[src/rtl/mpve_pkg.sv]
`timescale 1ns / 1ps
// Package for the media parameter value extractor: phase codes, result kinds,
// character constants, the result item type and the character class functions.
// Used by every module under rtl/.
package mpve_pkg;

  localparam int KEY_MAX_LEN   = 8;
  localparam int KEY_W         = 64;
  localparam int KEY_LEN_W     = 4;
  localparam int CFG_IDX_W     = 1;
  localparam int OUT_DEPTH_DEF = 4;

  // register indexes
  localparam logic [CFG_IDX_W-1:0] REG_KEY_CHARS  = 1'd0;
  localparam logic [CFG_IDX_W-1:0] REG_KEY_LENGTH = 1'd1;

  // parse phases
  localparam int PHASE_W = 4;
  localparam logic [PHASE_W-1:0] PH_SKIPWS       = 4'd0;
  localparam logic [PHASE_W-1:0] PH_NAME         = 4'd1;
  localparam logic [PHASE_W-1:0] PH_SKIP_START   = 4'd2;
  localparam logic [PHASE_W-1:0] PH_SKIP_PLAIN   = 4'd3;
  localparam logic [PHASE_W-1:0] PH_SKIP_QUOTED  = 4'd4;
  localparam logic [PHASE_W-1:0] PH_SKIP_ESC     = 4'd5;
  localparam logic [PHASE_W-1:0] PH_GET_START    = 4'd6;
  localparam logic [PHASE_W-1:0] PH_GET_PLAIN    = 4'd7;
  localparam logic [PHASE_W-1:0] PH_GET_QUOTED   = 4'd8;
  localparam logic [PHASE_W-1:0] PH_GET_ESC      = 4'd9;
  localparam logic [PHASE_W-1:0] PH_DONE_FOUND   = 4'd10;
  localparam logic [PHASE_W-1:0] PH_DONE_MISSING = 4'd11;

  // result kinds
  localparam logic [1:0] KIND_VALUE   = 2'd0;
  localparam logic [1:0] KIND_FOUND   = 2'd1;
  localparam logic [1:0] KIND_MISSING = 2'd2;

  // characters
  localparam logic [7:0] CH_NUL    = 8'h00;
  localparam logic [7:0] CH_EQUALS = 8'h3D;
  localparam logic [7:0] CH_SEMI   = 8'h3B;
  localparam logic [7:0] CH_DQUOTE = 8'h22;
  localparam logic [7:0] CH_BSLASH = 8'h5C;
  localparam logic [7:0] CH_LPAREN = 8'h28;
  localparam logic [7:0] CH_RPAREN = 8'h29;
  localparam logic [7:0] CH_LT     = 8'h3C;
  localparam logic [7:0] CH_GT     = 8'h3E;
  localparam logic [7:0] CH_AT     = 8'h40;
  localparam logic [7:0] CH_COMMA  = 8'h2C;
  localparam logic [7:0] CH_COLON  = 8'h3A;
  localparam logic [7:0] CH_SLASH  = 8'h2F;
  localparam logic [7:0] CH_LBRACK = 8'h5B;
  localparam logic [7:0] CH_RBRACK = 8'h5D;
  localparam logic [7:0] CH_QMARK  = 8'h3F;
  localparam logic [7:0] CH_LBRACE = 8'h7B;
  localparam logic [7:0] CH_RBRACE = 8'h7D;

  typedef struct packed {
    logic [7:0] data;
    logic [1:0] kind;
    logic       last;
  } res_t;

  // up to two result items pushed at once, first in a
  typedef struct packed {
    logic [1:0] n;
    res_t       a;
    res_t       b;
  } push_t;

  function automatic logic is_blank(input logic [7:0] c);
    return (c == 8'h20) || (c >= 8'h09 && c <= 8'h0D);
  endfunction

  function automatic logic is_token(input logic [7:0] c);
    logic ok;
    ok = (c >= 8'h21) && (c <= 8'h7E);
    if (c == CH_LPAREN || c == CH_RPAREN || c == CH_LT || c == CH_GT ||
        c == CH_AT || c == CH_COMMA || c == CH_SEMI || c == CH_COLON ||
        c == CH_BSLASH || c == CH_DQUOTE || c == CH_SLASH || c == CH_LBRACK ||
        c == CH_RBRACK || c == CH_QMARK || c == CH_EQUALS || c == CH_LBRACE ||
        c == CH_RBRACE) begin
      ok = 1'b0;
    end
    return ok;
  endfunction

  function automatic logic [7:0] fold(input logic [7:0] c);
    return (c >= 8'h41 && c <= 8'h5A) ? c + 8'd32 : c;
  endfunction

endpackage

[src/rtl/mpve_parser.sv]
`timescale 1ns / 1ps
// Input register and single-pass parse step of the extractor.
// Depends on mpve_pkg.
module mpve_parser (
  input  logic                           clk,
  input  logic                           rst_n,
  input  logic [7:0]                     in_byte,
  input  logic                           in_last,
  input  logic                           in_valid,
  output logic                           in_ready,
  input  logic [mpve_pkg::KEY_W-1:0]     key_chars,
  input  logic [mpve_pkg::KEY_LEN_W-1:0] key_length,
  input  logic                           room,
  output mpve_pkg::push_t                push
);
  import mpve_pkg::*;

  localparam logic [KEY_LEN_W-1:0] KMAX     = KEY_LEN_W'(KEY_MAX_LEN);
  localparam logic [KEY_LEN_W-1:0] POS_SAT  = KEY_LEN_W'(KEY_MAX_LEN + 1);

  logic                 s1_valid_r;
  logic [7:0]           s1_byte_r;
  logic                 s1_last_r;
  logic                 fire;

  logic [PHASE_W-1:0]   phase_r, phase_nxt, phase_eff;
  logic [KEY_LEN_W-1:0] pos_r, pos_nxt, pos_eff;
  logic                 match_r, match_nxt, match_eff;

  logic [KEY_LEN_W-1:0] klen;
  logic [7:0]           key_byte;
  logic                 hit;
  logic                 emit;
  logic [7:0]           emit_byte;
  logic                 end_str;
  logic                 found;
  res_t                 status;
  res_t                 value;

  assign fire     = s1_valid_r && room;
  assign in_ready = !s1_valid_r || fire;

  always_ff @(posedge clk) begin
    if (!rst_n) begin
      s1_valid_r <= 1'b0;
    end else if (in_ready) begin
      s1_valid_r <= in_valid;
    end
    if (in_ready && in_valid) begin
      s1_byte_r <= in_byte;
      s1_last_r <= in_last;
    end
  end

  assign klen     = (key_length > KMAX) ? KMAX : key_length;
  assign key_byte = 8'(key_chars >> {pos_eff[2:0], 3'b000});
  assign hit      = (klen != '0) && match_eff && (pos_eff == klen);
  assign end_str  = (s1_byte_r == CH_NUL) || s1_last_r;

  always_comb begin
    phase_eff = phase_r;
    pos_eff   = pos_r;
    match_eff = match_r;
    phase_nxt = phase_r;
    pos_nxt   = pos_r;
    match_nxt = match_r;
    emit      = 1'b0;
    emit_byte = 8'h00;
    found     = 1'b0;
    if (s1_byte_r != CH_NUL) begin
      // a non-blank byte opens a name; a non-quote opens a plain value
      if (phase_r == PH_SKIPWS && !is_blank(s1_byte_r)) begin
        phase_eff = PH_NAME;
        pos_eff   = '0;
        match_eff = 1'b1;
      end
      if (phase_r == PH_GET_START && s1_byte_r != CH_DQUOTE) begin
        phase_eff = PH_GET_PLAIN;
      end
      unique case (phase_eff)
        PH_NAME: begin
          pos_nxt   = pos_eff;
          match_nxt = match_eff;
          if (s1_byte_r == CH_SEMI) begin
            phase_nxt = hit ? PH_DONE_MISSING : PH_SKIPWS;
          end else if (s1_byte_r == CH_EQUALS) begin
            phase_nxt = hit ? PH_GET_START : PH_SKIP_START;
          end else begin
            phase_nxt = PH_NAME;
            if (pos_eff < klen) begin
              if (fold(s1_byte_r) != fold(key_byte)) match_nxt = 1'b0;
            end else begin
              match_nxt = 1'b0;
            end
            if (pos_eff < POS_SAT) pos_nxt = pos_eff + 1'b1;
          end
        end
        PH_SKIP_START: begin
          if (s1_byte_r == CH_DQUOTE)    phase_nxt = PH_SKIP_QUOTED;
          else if (s1_byte_r == CH_SEMI) phase_nxt = PH_SKIPWS;
          else                           phase_nxt = PH_SKIP_PLAIN;
        end
        PH_SKIP_PLAIN: begin
          if (s1_byte_r == CH_SEMI) phase_nxt = PH_SKIPWS;
        end
        PH_SKIP_QUOTED: begin
          if (s1_byte_r == CH_DQUOTE)        phase_nxt = PH_SKIP_PLAIN;
          else if (s1_byte_r == CH_BSLASH)   phase_nxt = PH_SKIP_ESC;
        end
        PH_SKIP_ESC: begin
          phase_nxt = PH_SKIP_QUOTED;
        end
        PH_GET_START: begin
          phase_nxt = PH_GET_QUOTED;
        end
        PH_GET_PLAIN: begin
          if (is_token(s1_byte_r)) begin
            phase_nxt = PH_GET_PLAIN;
            emit      = 1'b1;
            emit_byte = s1_byte_r;
          end else begin
            phase_nxt = PH_DONE_FOUND;
          end
        end
        PH_GET_QUOTED: begin
          if (s1_byte_r == CH_DQUOTE) begin
            phase_nxt = PH_DONE_FOUND;
          end else if (s1_byte_r == CH_BSLASH) begin
            phase_nxt = PH_GET_ESC;
          end else begin
            emit      = 1'b1;
            emit_byte = s1_byte_r;
          end
        end
        PH_GET_ESC: begin
          phase_nxt = PH_GET_QUOTED;
          emit      = 1'b1;
          emit_byte = s1_byte_r;
        end
        default: ;
      endcase
    end
    if (end_str) begin
      found     = (phase_nxt >= PH_GET_START) && (phase_nxt <= PH_DONE_FOUND);
      phase_nxt = PH_SKIPWS;
      pos_nxt   = '0;
      match_nxt = 1'b1;
    end
  end

  always_comb begin
    value.data  = emit_byte;
    value.kind  = KIND_VALUE;
    value.last  = 1'b0;
    status.data = 8'h00;
    status.kind = found ? KIND_FOUND : KIND_MISSING;
    status.last = 1'b1;
    push.a      = emit ? value : status;
    push.b      = status;
    push.n      = 2'd0;
    if (fire) begin
      push.n = 2'({1'b0, emit} + {1'b0, end_str});
    end
  end

  always_ff @(posedge clk) begin
    if (!rst_n) begin
      phase_r <= PH_SKIPWS;
      pos_r   <= '0;
      match_r <= 1'b1;
    end else if (fire) begin
      phase_r <= phase_nxt;
      pos_r   <= pos_nxt;
      match_r <= match_nxt;
    end
  end

  a_end_clears: assert property (@(posedge clk) disable iff (!rst_n)
    fire && end_str |=> phase_r == PH_SKIPWS && pos_r == '0 && match_r)
    else $error("parse state not cleared after end of string");
  a_phase_range: assert property (@(posedge clk) disable iff (!rst_n)
    phase_r <= PH_DONE_MISSING)
    else $error("parse phase out of range");
  a_pos_sat: assert property (@(posedge clk) disable iff (!rst_n)
    pos_r <= POS_SAT)
    else $error("name position beyond saturation");

endmodule

[src/rtl/mpve_out_fifo.sv]
`timescale 1ns / 1ps
// Result queue: takes up to two result items a cycle, hands out one.
// Depends on mpve_pkg.
module mpve_out_fifo #(
  parameter int DEPTH = mpve_pkg::OUT_DEPTH_DEF
) (
  input  logic            clk,
  input  logic            rst_n,
  input  mpve_pkg::push_t push,
  output logic            room,
  output mpve_pkg::res_t  out_item,
  output logic            out_valid,
  input  logic            out_ready
);
  import mpve_pkg::*;

  localparam int AW = (DEPTH > 1) ? $clog2(DEPTH) : 1;
  localparam int CW = $clog2(DEPTH + 1);

  res_t          mem_r [DEPTH];
  logic [AW-1:0] wr_r, wr_nxt, wr1, wr2, rd_r, rd_nxt;
  logic [CW-1:0] cnt_r, cnt_nxt;
  logic          pop;

  function automatic logic [AW-1:0] inc(input logic [AW-1:0] p);
    return (p == AW'(DEPTH - 1)) ? '0 : p + 1'b1;
  endfunction

  assign wr1       = inc(wr_r);
  assign wr2       = inc(wr1);
  assign room      = cnt_r <= CW'(DEPTH - 2);
  assign out_valid = cnt_r != '0;
  assign out_item  = mem_r[rd_r];
  assign pop       = out_valid && out_ready;

  always_comb begin
    rd_nxt  = pop ? inc(rd_r) : rd_r;
    cnt_nxt = cnt_r + CW'(push.n) - CW'(pop);
    unique case (push.n)
      2'd1:    wr_nxt = wr1;
      2'd2:    wr_nxt = wr2;
      default: wr_nxt = wr_r;
    endcase
  end

  always_ff @(posedge clk) begin
    if (!rst_n) begin
      wr_r  <= '0;
      rd_r  <= '0;
      cnt_r <= '0;
    end else begin
      wr_r  <= wr_nxt;
      rd_r  <= rd_nxt;
      cnt_r <= cnt_nxt;
    end
    if (push.n != 2'd0) mem_r[wr_r] <= push.a;
    if (push.n == 2'd2) mem_r[wr1]  <= push.b;
  end

  a_cnt_max: assert property (@(posedge clk) disable iff (!rst_n)
    cnt_r <= CW'(DEPTH))
    else $error("result queue overfilled");
  a_push_room: assert property (@(posedge clk) disable iff (!rst_n)
    push.n != 2'd0 |-> room)
    else $error("push into result queue without room");
  a_pair_status: assert property (@(posedge clk) disable iff (!rst_n)
    push.n == 2'd2 |-> push.b.last && push.a.kind == KIND_VALUE)
    else $error("paired push is not value byte then status");

endmodule

[src/rtl/media_param_value_extractor_unit.sv]
`timescale 1ns / 1ps
// Top level of the media parameter value extractor: configuration registers,
// parse stage and result queue. Depends on mpve_pkg, mpve_parser, mpve_out_fifo.
//
//  channel  direction  tdata            tuser     tlast
//  in_      slave      [7:0] byte       -         last byte of string
//  out_     master     [7:0] value byte [1:0] kind final status item
//  cfg_     write      cfg_wdata[63:0], cfg_index selects register
//
// One item is accepted per cycle while the result queue has room for two
// results; from acceptance, a result passes the input register and then a queue
// entry before it reaches out_. An item that yields a value byte and the status
// puts two results into the queue, so the out_ port paces a burst of such items.
// Reset is synchronous on rst_n low: parse state, queue pointers and registers
// return to their reset values. A stall on out_ fills the queue and then drops
// in_tready; no item is lost or repeated.
module media_param_value_extractor_unit #(
  parameter int OUT_DEPTH = mpve_pkg::OUT_DEPTH_DEF
) (
  input  logic                           clk,
  input  logic                           rst_n,
  // input channel
  input  logic                           in_tvalid,
  output logic                           in_tready,
  input  logic [7:0]                     in_tdata,   // [7:0] in_byte
  input  logic                           in_tlast,
  // result channel
  output logic                           out_tvalid,
  input  logic                           out_tready,
  output logic [7:0]                     out_tdata,  // [7:0] out_byte
  output logic [1:0]                     out_tuser,  // [1:0] out_kind
  output logic                           out_tlast,
  // configuration writes
  input  logic                           cfg_we,
  input  logic [mpve_pkg::CFG_IDX_W-1:0] cfg_index,
  input  logic [mpve_pkg::KEY_W-1:0]     cfg_wdata
);
  import mpve_pkg::*;

  logic [KEY_W-1:0]     key_chars_r;
  logic [KEY_LEN_W-1:0] key_length_r;
  logic                 room;
  push_t                push;
  res_t                 out_item;

  // hold the key registers; write them only while no item is in flight
  always_ff @(posedge clk) begin
    if (!rst_n) begin
      key_chars_r  <= '0;
      key_length_r <= KEY_LEN_W'(1);
    end else if (cfg_we) begin
      unique case (cfg_index)
        REG_KEY_CHARS:  key_chars_r  <= cfg_wdata;
        REG_KEY_LENGTH: key_length_r <= cfg_wdata[KEY_LEN_W-1:0];
        default: ;
      endcase
    end
  end

  // register the byte, advance the parse phase, build up to two results
  mpve_parser u_parser (
    .clk        (clk),
    .rst_n      (rst_n),
    .in_byte    (in_tdata),
    .in_last    (in_tlast),
    .in_valid   (in_tvalid),
    .in_ready   (in_tready),
    .key_chars  (key_chars_r),
    .key_length (key_length_r),
    .room       (room),
    .push       (push)
  );

  // queue results so a value byte and its status can leave on separate cycles
  mpve_out_fifo #(
    .DEPTH (OUT_DEPTH)
  ) u_out_fifo (
    .clk       (clk),
    .rst_n     (rst_n),
    .push      (push),
    .room      (room),
    .out_item  (out_item),
    .out_valid (out_tvalid),
    .out_ready (out_tready)
  );

  assign out_tdata = out_item.data;
  assign out_tuser = out_item.kind;
  assign out_tlast = out_item.last;

endmodule

[config.mk]
export PLATFORM = sky130hd
export DESIGN_NAME = media_param_value_extractor_unit
export DESIGN_NICKNAME = d
export VERILOG_FILES = /design/src/rtl/mpve_pkg.sv /design/src/rtl/mpve_parser.sv /design/src/rtl/mpve_out_fifo.sv /design/src/rtl/media_param_value_extractor_unit.sv
export SDC_FILE = /design/constraint.sdc
export NUM_CORES = 1
export LEC_CHECK = 0
export BUFFER_PORTS_ARGS = -buffer_cell sky130_fd_sc_hd__buf_2
export CAP_MARGIN = 20
export CORE_ASPECT_RATIO = 0.9
export CORE_MARGIN = 2
export CORE_UTILIZATION = 65
export CTS_BUF_LIST = sky130_fd_sc_hd__clkbuf_4 sky130_fd_sc_hd__clkbuf_8
export DETAILED_ROUTE_END_ITERATION = 10
export GPL_ROUTABILITY_DRIVEN = 0
export PLACE_DENSITY = 0.88
export SETUP_SLACK_MARGIN = 0.5
export SYNTH_ARGS = -nofsm -noshare
export SYNTH_HDL_FRONTEND = slang
export SYNTH_SLANG_ARGS = --single-unit
[constraint.sdc]
create_clock -name clk -period 8 [get_ports clk]
set_input_delay 1.6 -clock clk [delete_from_list [all_inputs] [get_ports clk]]
set_output_delay 1.6 -clock clk [all_outputs]
set_load 0.05 [all_outputs]
* Word level (Yosys, flattened, before mapping)
Memory sizes are Yosys's and may differ from the RTL's. A register that Yosys moved wholly into a read port is not among the register bits. Cells that the tools add are included.
Storage, ports and cells: register bits 94, logic and storage cells 185, memories kept 1, input port bits 79, output and inout port bits 13, RAM bits 44
Cells by class: $lt $le $gt $ge 14, mux-type cells 66, shifts and indexed selects 1, add/subtract/negate cells 9, reductions and logical operators 46, bitwise gates (word level) 1, eq/ne operators 36
Memory list:
- u_out_fifo.mem_r | words 4, width 11, rd ports 1, clocked after memory_dff 1, write ports 2, RTL line mpve_out_fifo.sv:20 | res_t mem_r [DEPTH];
Operators by type and width (number):
- two-way mux 4 bit | 25
- equality test 8 x 6 -> 1 bit (second input constant) | 12
- >> shifter 64 x 6 -> 8 bit | 1
- equality test 8 x 7 -> 1 bit (second input constant) | 6
- two-way mux 8 bit | 6
- one-hot mux 4 bit (8 select lines) | 1
- <= comparator 8 x 7 -> 1 bit (second input constant) | 3
- one-hot mux 8 bit (3 select lines) | 1
- two-way mux 1 bit | 21
- equality test 4 x 3 -> 1 bit (second input constant) | 5
- logical OR 1 bit | 19
- adder 8 x 6 -> 8 bit (second input constant) | 2
- >= comparator 8 x 7 -> 1 bit (second input constant) | 2
- two-way mux 2 bit | 8
- logical AND 1 bit | 12
- two-way mux 11 bit | 1
- equality test 2 bit (second input constant) | 4
- equality test 4 x 2 -> 1 bit (second input constant) | 2
- equality test 4 bit (second input constant) | 2
- >= comparator 8 x 4 -> 1 bit (second input constant) | 1
- >= comparator 8 x 6 -> 1 bit (second input constant) | 1
- <= comparator 8 x 4 -> 1 bit (second input constant) | 1
- logical NOT 8 bit | 1
- != test 8 x 6 -> 1 bit (second input constant) | 1
- other kinds (28) | 35

* Longest topological paths before layout
Gate-level depths: netlist of run 1.
depth after elaboration 28, gate-level depth with buffers 20, gate-level depth less buffers 15

* Cells and area by module
Synthesis of run 1 repeated with hierarchy kept, for this count alone.
Unflattened totals: cells, all modules 850, area, all modules 8504.4 um2
Modules (own cells, without submodules):
- mpve_parser | times used 1, seq. area each 470.5 um2, cells each 379, area each 2909.0 um2
- mpve_out_fifo | times used 1, seq. area each 1501.4 um2, cells each 177, area each 2807.7 um2
- media_param_value_extractor_unit | times used 1, seq. area each 1361.3 um2, cells each 294, area each 2787.7 um2

* Worst setup path before layout of run 1
Ideal clock, no wire load.
kind register to register, start point register u_parser.s1_byte_r[1], end point memory u_out_fifo.mem_r[0][2] (netlist bit), data pin, path slack 4181 ps, setup time 255 ps, data arrival time 3564 ps, stages on the path, launching flop included 18, data required time 7745 ps, clock period less this slack 3819 ps, cells stage by stage edfxtp_1 buf_4 or4b_1 a21oi_2 nor3_2 nor4_1 nor3_1 o21ai_2 inv_1 ha_1 nand2_1 ha_1 clkbuf_1 and2_1 buf_1 a21oi_1 inv_1 and2_1
RTL lines:
- start: declaration | RTL line mpve_parser.sv:22 | logic [7:0] s1_byte_r;
- start signal: assignment | RTL line mpve_parser.sv:50 | s1_byte_r <= in_byte;
- end: declaration | RTL line mpve_out_fifo.sv:20

* Worst setup path after layout of run 1
start point register u_parser.s1_byte_r[1], end point register u_out_fifo.cnt_r[2]
Between the ends: word-level cells in the longest chain between the ends 27, elaborated cells between the ends (all ways) 66, those cells by class add/sub: 3; order compare: 4; eq/ne: 22; mux: 12; reduce/logical: 25
RTL lines:
- equality test 8 x 6 -> 1 bit | RTL line mpve_pkg.sv:77 | if (c == CH_LPAREN || c == CH_RPAREN || c == CH_LT || c == CH_GT ||
- logical OR 1 bit (4 in series) | RTL line mpve_pkg.sv:77
- logical OR 1 bit (4 in series) | RTL line mpve_pkg.sv:78 | c == CH_AT || c == CH_COMMA || c == CH_SEMI || c == CH_COLON ||
- logical OR 1 bit (4 in series) | RTL line mpve_pkg.sv:79 | c == CH_BSLASH || c == CH_DQUOTE || c == CH_SLASH || c == CH_LBRACK ||
- logical OR 1 bit (4 in series) | RTL line mpve_pkg.sv:80 | c == CH_RBRACK || c == CH_QMARK || c == CH_EQUALS || c == CH_LBRACE ||
- two-way mux 1 bit | RTL line mpve_pkg.sv:77
- two-way mux 1 bit | RTL line mpve_parser.sv:80 | unique case (phase_eff)
- two-way mux 1 bit | RTL line mpve_parser.sv:70 | if (s1_byte_r != CH_NUL) begin
- two-way mux 1 bit | RTL line mpve_parser.sv:117 | if (is_token(s1_byte_r)) begin
- one-hot mux 1 bit (3 select lines) | RTL line mpve_parser.sv:80
- two-way mux 1 bit | RTL line mpve_parser.sv:70
- adder 1 x 1 -> 2 bit * | RTL line mpve_parser.sv:162 | push.n = 2'({1'b0, emit} + {1'b0, end_str});
- two-way mux 2 bit * | RTL line mpve_parser.sv:161 | if (fire) begin
- adder 3 x 2 -> 3 bit * | RTL line mpve_out_fifo.sv:38 | cnt_nxt = cnt_r + CW'(push.n) - CW'(pop);
- subtractor 3 x 1 -> 3 bit * | RTL line mpve_out_fifo.sv:38
- end signal: assignment | RTL line mpve_out_fifo.sv:54 | cnt_r <= cnt_nxt;
- end: declaration | RTL line mpve_out_fifo.sv:22 | logic [CW-1:0] cnt_r, cnt_nxt;
Every way passes the cells marked *; elsewhere a longest branch is shown, timed or not. The select of a mux whose other input is x is not followed. A chain may end at the register's enable or synchronous reset.

==> impl_metrics.toml, run 1 <==
[floorplan]
fp.dieArea_sq_um = 12800
io_pins = 92
coreArea_sq_um = 11500
start_util_pct = 67.4
die_w_microns = 119
fp.dieH_microns = 108
rows = 37

[yosys]
yosys_register_bits = 140
synth_top_area_share_pct = 31.7
ys.flop_type = "dfxtp_1"
synthArstFlopShare_pct = 0
synth_edf_count = 17
ys_seq_area_share_pct = 38.3
synth_area_per_cell_sq_um = 8.18
synth_fp_nets = 1051
yosysWarnings = 0
synth_area_leaders = "dfxtp_1, nand2_1, a21boi_0"
synth_cell_types = 75
synthCells = 949
syn_area_sq_um = 7770
synth_area_leader_cell = "dfxtp_1"

[route]
viasPerCell = 6.18
routedWlPerCell_microns = 17.2
drc = 0
drt_iter0_markers = 886
num_vias = 7253
wl_mm = 20.1
drtAntennaViolNets = 0
drt_pre_antenna_iters = 6

[layout]
antennaDiodeCount = 0
ff_latch_area_sq_um = 2970
nets = 1107
multi_input_area_sq_um = 4420
area_growth_pct = 11.4
num-fill-cells = 842
drive_gt1_share_pct = 16.5

[global_route]
grt_pass1_vias = 6814
grt_start_max_net_pins = 86
antenna_found_initial = 0
grt_usage_pct = 32.4
grt_pass1_wl_mm = 32.8
grt-ovfl-total = 0

[setup_path]
path_buf_inv = 2
required_ns = 8.35
cp-start-kind = "flop"
r2r_slack_ns = 3.54
r2r_end = "u_out_fifo.cnt_r[2]"
max_stage_delay_ns = 0.64
crit_chain = "or4b_1 -> a21oi_2 -> nor3_2 -> nor4_1 -> nor3_1 -> o21ai_2 -> inv_1 -> ha_1 -> nand2_1 -> ha_1 -> inv_1 -> ha_1 -> fa_1 -> xnor2_1 -> and2_1"
reg2reg_from = "u_parser.s1_byte_r[1]"
critical_path_peak_fanout = 18
end_kind = "flop"
crit_type = "reg -> reg"
crit_slowest_cell = "edfxtp_1"
cp_data_arrival_time_ns = 4.81
cpMostUsedCell = "ha_1"
reg2reg_depth = 15
crit_family = "simple AND/OR/NAND/NOR gates"

[clocking]
clock_sinks = 140
clock-root-buffer = "clkbuf_8"
cts-htree-levels = 4
cts_hold_buffers = 0
cts_tree = "built"
clockBufferDepth = 2
cts_buffers = 17
clk_pin_slew_worst_paths_ns = 0.09
cts_resized = 0
post_cts_buffers = 0
clock_latency_ns = 0.46

[sta]
tightest_slew_ns = 0.970
hold_slack_ns = 0.463
slew_viol_final = 0
max_freq_mhz = 224
fin_worst_skew_ns = 0.0163
setup_slack_ns = 3.54
hold_viol_final = 0
setup_viol = 0
slew_headroom_pct = 35.3
fin_tns_setup_ns = 0
fin_crit_sh_pct = 55.7
rsz0062_at_grt = "false"
finalCriticalPeriod_ns = 4.46

[power]
p_total_mw = 1.80
max-vdd-ir-drop_mv = 0.274
p_leak_nw = 3.40
power_density_nw_per_um2 = 208

[worst_hold_path]
hold_end = "key_chars_r[54]"
holdPathStages = 2
holdCritStartpoint = "key_chars_r[54]"
hold_path.class = "reg -> reg"

[run]
cap_viol_max_count = 0

[placed_design]
dpl.hpwl_mm = 14.5
portBuffers = 91
post-place-ws_ns = 3.64

[status]
status = "finished clean"
==> metal layers <==
metal	share of wire, %	wire, microns	up-vias	global-route usage, %
met5	0.27	55	-	3.75
met4	2.3	465	2	11.5
met3	12	2320	52	10.3
met2	43	8740	406	48.2
met1	43	8570	3364	44.2
li1	-	-	3429	-
==> sequential cells by signal, indices dropped and copies added, names as in the netlist, named ones only <==
register	cells
key_length_r	4
u_parser.match_r	1
u_parser.pos_r	4
u_parser.s1_valid_r	1
key_chars_r	64
u_out_fifo.rd_r	2
u_out_fifo.mem_r	44
u_parser.s1_last_r	1
u_out_fifo.wr_r	2
u_parser.s1_byte_r	8
u_out_fifo.cnt_r	3
u_parser.phase_r	4
==> cells in the final DEF, fill, tap and decap left out, types with 4 or more instances in the layout <==
cell      count
a21o_1        5
a221oi_1      8
nand2_1     234
buf_2        91
nor2_1       60
o31ai_1       4
nand2b_1     10
a21oi_1      65
buf_4         5
o22ai_1       4
mux4_2       16
and2_1       15
clkbuf_8     18
inv_6         6
nand4_1       8
mux2_2        8
o211ai_1      8
nor2b_1      23
edfxtp_1     17
nor4_1        4
inv_1        33
a31oi_1       7
mux2i_1       5
nand3_1      17
a21boi_0     74
a22oi_1      10
xnor2_1       8
dfxtp_1     123
nor3_1        8
o21ai_0      29
ha_1         22
==> kinds of logic (layout without fill, tap and decap cells) <==
| logic type | count (synthesis) | after routing | synth area share, % |
|---|---|---|---|
| multiplexers | 29 | 29 | 6.44 |
| AND/OR/NAND/NOR | 403 | 403 | 23.3 |
| adder cells (fa/ha/maj) | 23 | 23 | 3.80 |
| flip-flops | 140 | 140 | 38.3 |
| AO/OA/AOI/OAI | 253 | 253 | 22.2 |
| buffers and inverters | 92 | 161 | 4.96 |
| XOR/XNOR | 9 | 9 | 1.01 |
==> how the worst max path moves through the flow <==
stage                                   endpoint  cells past startpoint  slack (ns)                   from
after CTS                    u_out_fifo.cnt_r[2]                     15        3.59  u_parser.s1_byte_r[1]
after floorplan           u_out_fifo.mem_r[0][2]                     17        4.18  u_parser.s1_byte_r[1]
after detailed placement  u_out_fifo.mem_r[0][2]                     14        3.64  u_parser.s1_byte_r[1]
after global routing         u_out_fifo.cnt_r[2]                     15        3.23  u_parser.s1_byte_r[2]
final                        u_out_fifo.cnt_r[2]                     15        3.54  u_parser.s1_byte_r[1]
after global placement       u_out_fifo.cnt_r[2]                     15        3.78  u_parser.s1_byte_r[1]
==> layout make-up <==
class / instances / share of cell area, %
clock buffers: 18 / 2.86
multi-input cells: 717 / 51.1
well taps: 156 / 2.26
flip-flops and latches: 140 / 34.4
clock inverters: 14 / 2.29
repair buffers: 96 / 5.70
inverters: 33 / 1.43
==> power by group <==
| part | internal, mW | leakage (nW) | switching [mW] |
|---|---|---|---|
| Clock | 0.330 | 0.222 | 0.311 |
| Sequential | 0.756 | 1.16 | 0.0568 |
| Combinational | 0.136 | 2.01 | 0.207 |
==> synth_stat cells, drive strengths merged, types with 17 or more instances <==
master    n
ha       22
inv      33
o21ai    34
a21oi    67
nor2b    25
nor2     61
edfxtp   17
buf      20
clkbuf   39
a21boi   74
nand3    17
nand2   234
dfxtp   123
==> worst reg2reg max path, cell delays in order (launching register included) <==
cell and delay [ns]:
edfxtp_1 0.64, or4b_1 0.61, a21oi_2 0.21, nor3_2 0.07, nor4_1 0.36, nor3_1 0.16, o21ai_2 0.42, inv_1 0.24
ha_1 0.33, nand2_1 0.08, ha_1 0.29, inv_1 0.04, ha_1 0.20, fa_1 0.39, xnor2_1 0.16, and2_1 0.16
==> stage by stage <==
stage	util (%)	cell area, sq um	cells
floorplan	-	7770	949
global placement	71.2	8200	1142
detailed placement	71.2	8200	1142
CTS	75.0	8650	1174
global route	75.0	8650	1174
finish	75.0	8650	1174
Note: power is estimated with default switching activity, not from simulation.
==> run 2, diff against run 1 <==
Settings changed: CORE_UTILIZATION 65 to 55, PLACE_DENSITY 0.88 to 0.79.
Clock period 8 ns to 4.1 ns, I/O delays scaled along.
==> run 2 against run 1 <==
Global-route usage decreased by 6.0 points; sequential share of layout area shrank 2.1 points; largest cell class unchanged; clock skew down 0.0031 ns; setup slack worse by 3.0 ns; clock-buffer cell count unchanged; die area rose by 18%; critical path type unchanged.
==> impl_metrics.toml, run 2 (synthesis gave the netlist of run 1 again) <==
[layout]
largest_reg_flops = 64
top_regs = "key_chars_r (64), u_out_fifo.mem_r (44), u_parser.s1_byte_r (8)"
nets = 1153
fin_area_sq_um = 9200
final-instance-count-excl-fill = 1257
top_register = "key_chars_r"
layout_common_cells = "nand2_1, dfxtp_1, buf_2"
area_growth_pct = 18.4
drive_gt1_share_pct = 23.6
antennaDiodeCount = 0
final_common_cell = "nand2_1"

[route]
routedWlPerCell_microns = 16.3
drtAntennaViolNets = 0
wl_mm = 20.5
drt_iter0_markers = 796
viasPerCell = 5.83
num_vias = 7325
drc = 0
drt_pre_antenna_iters = 6

[floorplan]
rows = 41
fp.dieArea_sq_um = 15100
start_util_pct = 55.9
io_pins = 92
die_w_microns = 129
coreArea_sq_um = 13900
fp.dieH_microns = 117

[sta]
slew_viol_final = 0
rsz0062_at_grt = "true"
setup_viol = 0
fin_worst_skew_ns = 0.0132
fin_tns_setup_ns = 0
slew_headroom_pct = 37.9
fin_crit_sh_pct = 87.5
hold_viol_final = 0
finalCriticalPeriod_ns = 3.59
hold_slack_ns = 0.459
tightest_slew_ns = 0.932
max_freq_mhz = 279

[global_route]
grt_pass1_vias = 6455
grt_start_max_net_pins = 67
grt_usage_pct = 26.4
antenna_found_initial = 0
grt-ovfl-total = 0
grt_pass1_wl_mm = 31.4

[setup_path]
r2r_end = "u_out_fifo.cnt_r[2]"
crit_type = "reg -> reg"
required_ns = 4.45
reg2reg_from = "u_parser.s1_byte_r[3]"
critical_path_peak_fanout = 6
cpMostUsedCell = "buf_6"
crit_chain = "buf_6 -> nor3_4 -> buf_6 -> nand4_1 -> a21o_1 -> o2111ai_2 -> nor3_2 -> o21ai_4 -> inv_4 -> ha_1 -> nand2_4 -> ha_4 -> inv_1 -> ha_2 -> fa_2 -> xnor2_1 -> and2_1"
reg2reg_depth = 17
r2r_slack_ns = 0.51
path_buf_inv = 4
end_kind = "flop"
max_stage_delay_ns = 0.48
cp-start-kind = "flop"
crit_slowest_cell = "edfxtp_1"
cp_data_arrival_time_ns = 3.94
crit_family = "adder cells"

[power]
p_leak_nw = 3.63
p_total_mw = 3.47
power_density_nw_per_um2 = 377
max-vdd-ir-drop_mv = 0.260

[worst_hold_path]
hold_end = "u_out_fifo.mem_r[2][9]"
holdCritStartpoint = "u_out_fifo.mem_r[2][9]"
hold_path.class = "reg -> reg"
holdPathStages = 2

[clocking]
cts_hold_buffers = 0
clock_sinks = 140
cts_tree = "built"
clock-root-buffer = "clkbuf_8"
cts-htree-levels = 4
clock_latency_ns = 0.46
clockBufferDepth = 2
clk_pin_slew_worst_paths_ns = 0.09
cts_buffers = 17

[status]
status = "finished clean"

[placed_design]
dpl.hpwl_mm = 14.1
portBuffers = 91
post_dp_cell_area_sq_um = 8390
dpl.cell_count = 1194

[run]
cap_viol_max_count = 0
run 2: worst max-delay path by stage:
stage                                      from                  end  cells past startpoint
after floorplan           u_parser.s1_byte_r[1]  u_out_fifo.cnt_r[2]                     16
after global placement    u_parser.s1_byte_r[5]  u_out_fifo.cnt_r[2]                     15
after detailed placement  u_parser.s1_byte_r[5]  u_out_fifo.cnt_r[2]                     15
after CTS                 u_parser.s1_byte_r[0]  u_out_fifo.cnt_r[2]                     15
after global routing      u_parser.s1_byte_r[3]  u_out_fifo.cnt_r[2]                     17
final                     u_parser.s1_byte_r[3]  u_out_fifo.cnt_r[2]                     17
run 2: what timing repair did:
item / CTS / global route
setup endpoints to repair: 36 / 52
resized for setup: 8 / 36
setup buffers: 10 / 21
pin swaps: 0 / 14
hold endpoints to repair: 0 / 0
run 2: through the flow:
stage	utilization (%)	setup slack [ns]
2_1_floorplan	-	0.510
5_1_grt	66.2	0.323
6_report	66.2	0.512
4_1_cts	64.0	0.418
3_3_place_gp	60.3	0.446
3_5_place_dp	60.3	0.336
run 2: worst min-delay path, stage by stage, from the launching register on:
cell     delay [ns]
dfxtp_1        0.31
nand2_1        0.05
a21oi_1        0.05
run 2: power breakdown:
group / internal (mW) / switching (mW) / leakage (nW)
clock network: 0.559 / 0.584 / 0.200
logic: 0.319 / 0.438 / 2.27
registers: 1.48 / 0.0965 / 1.16
total: 2.35 / 1.12 / 3.63
run 2: layout make-up:
type,count,area (sq um)
flip-flops and latches,140,2970
fillers,1154,4700
well taps,193,241
repair buffers,142,843
multi-input cells,717,4610
clock inverters,14,159
clock buffers,18,241
inverters,33,126
run 2: metal layers:
metal | GRT usage, % | wire, microns
met5 | 0 | 0
met4 | 8.84 | 466
met3 | 6.00 | 1610
met2 | 41.4 | 9490
met1 | 36.1 | 8890
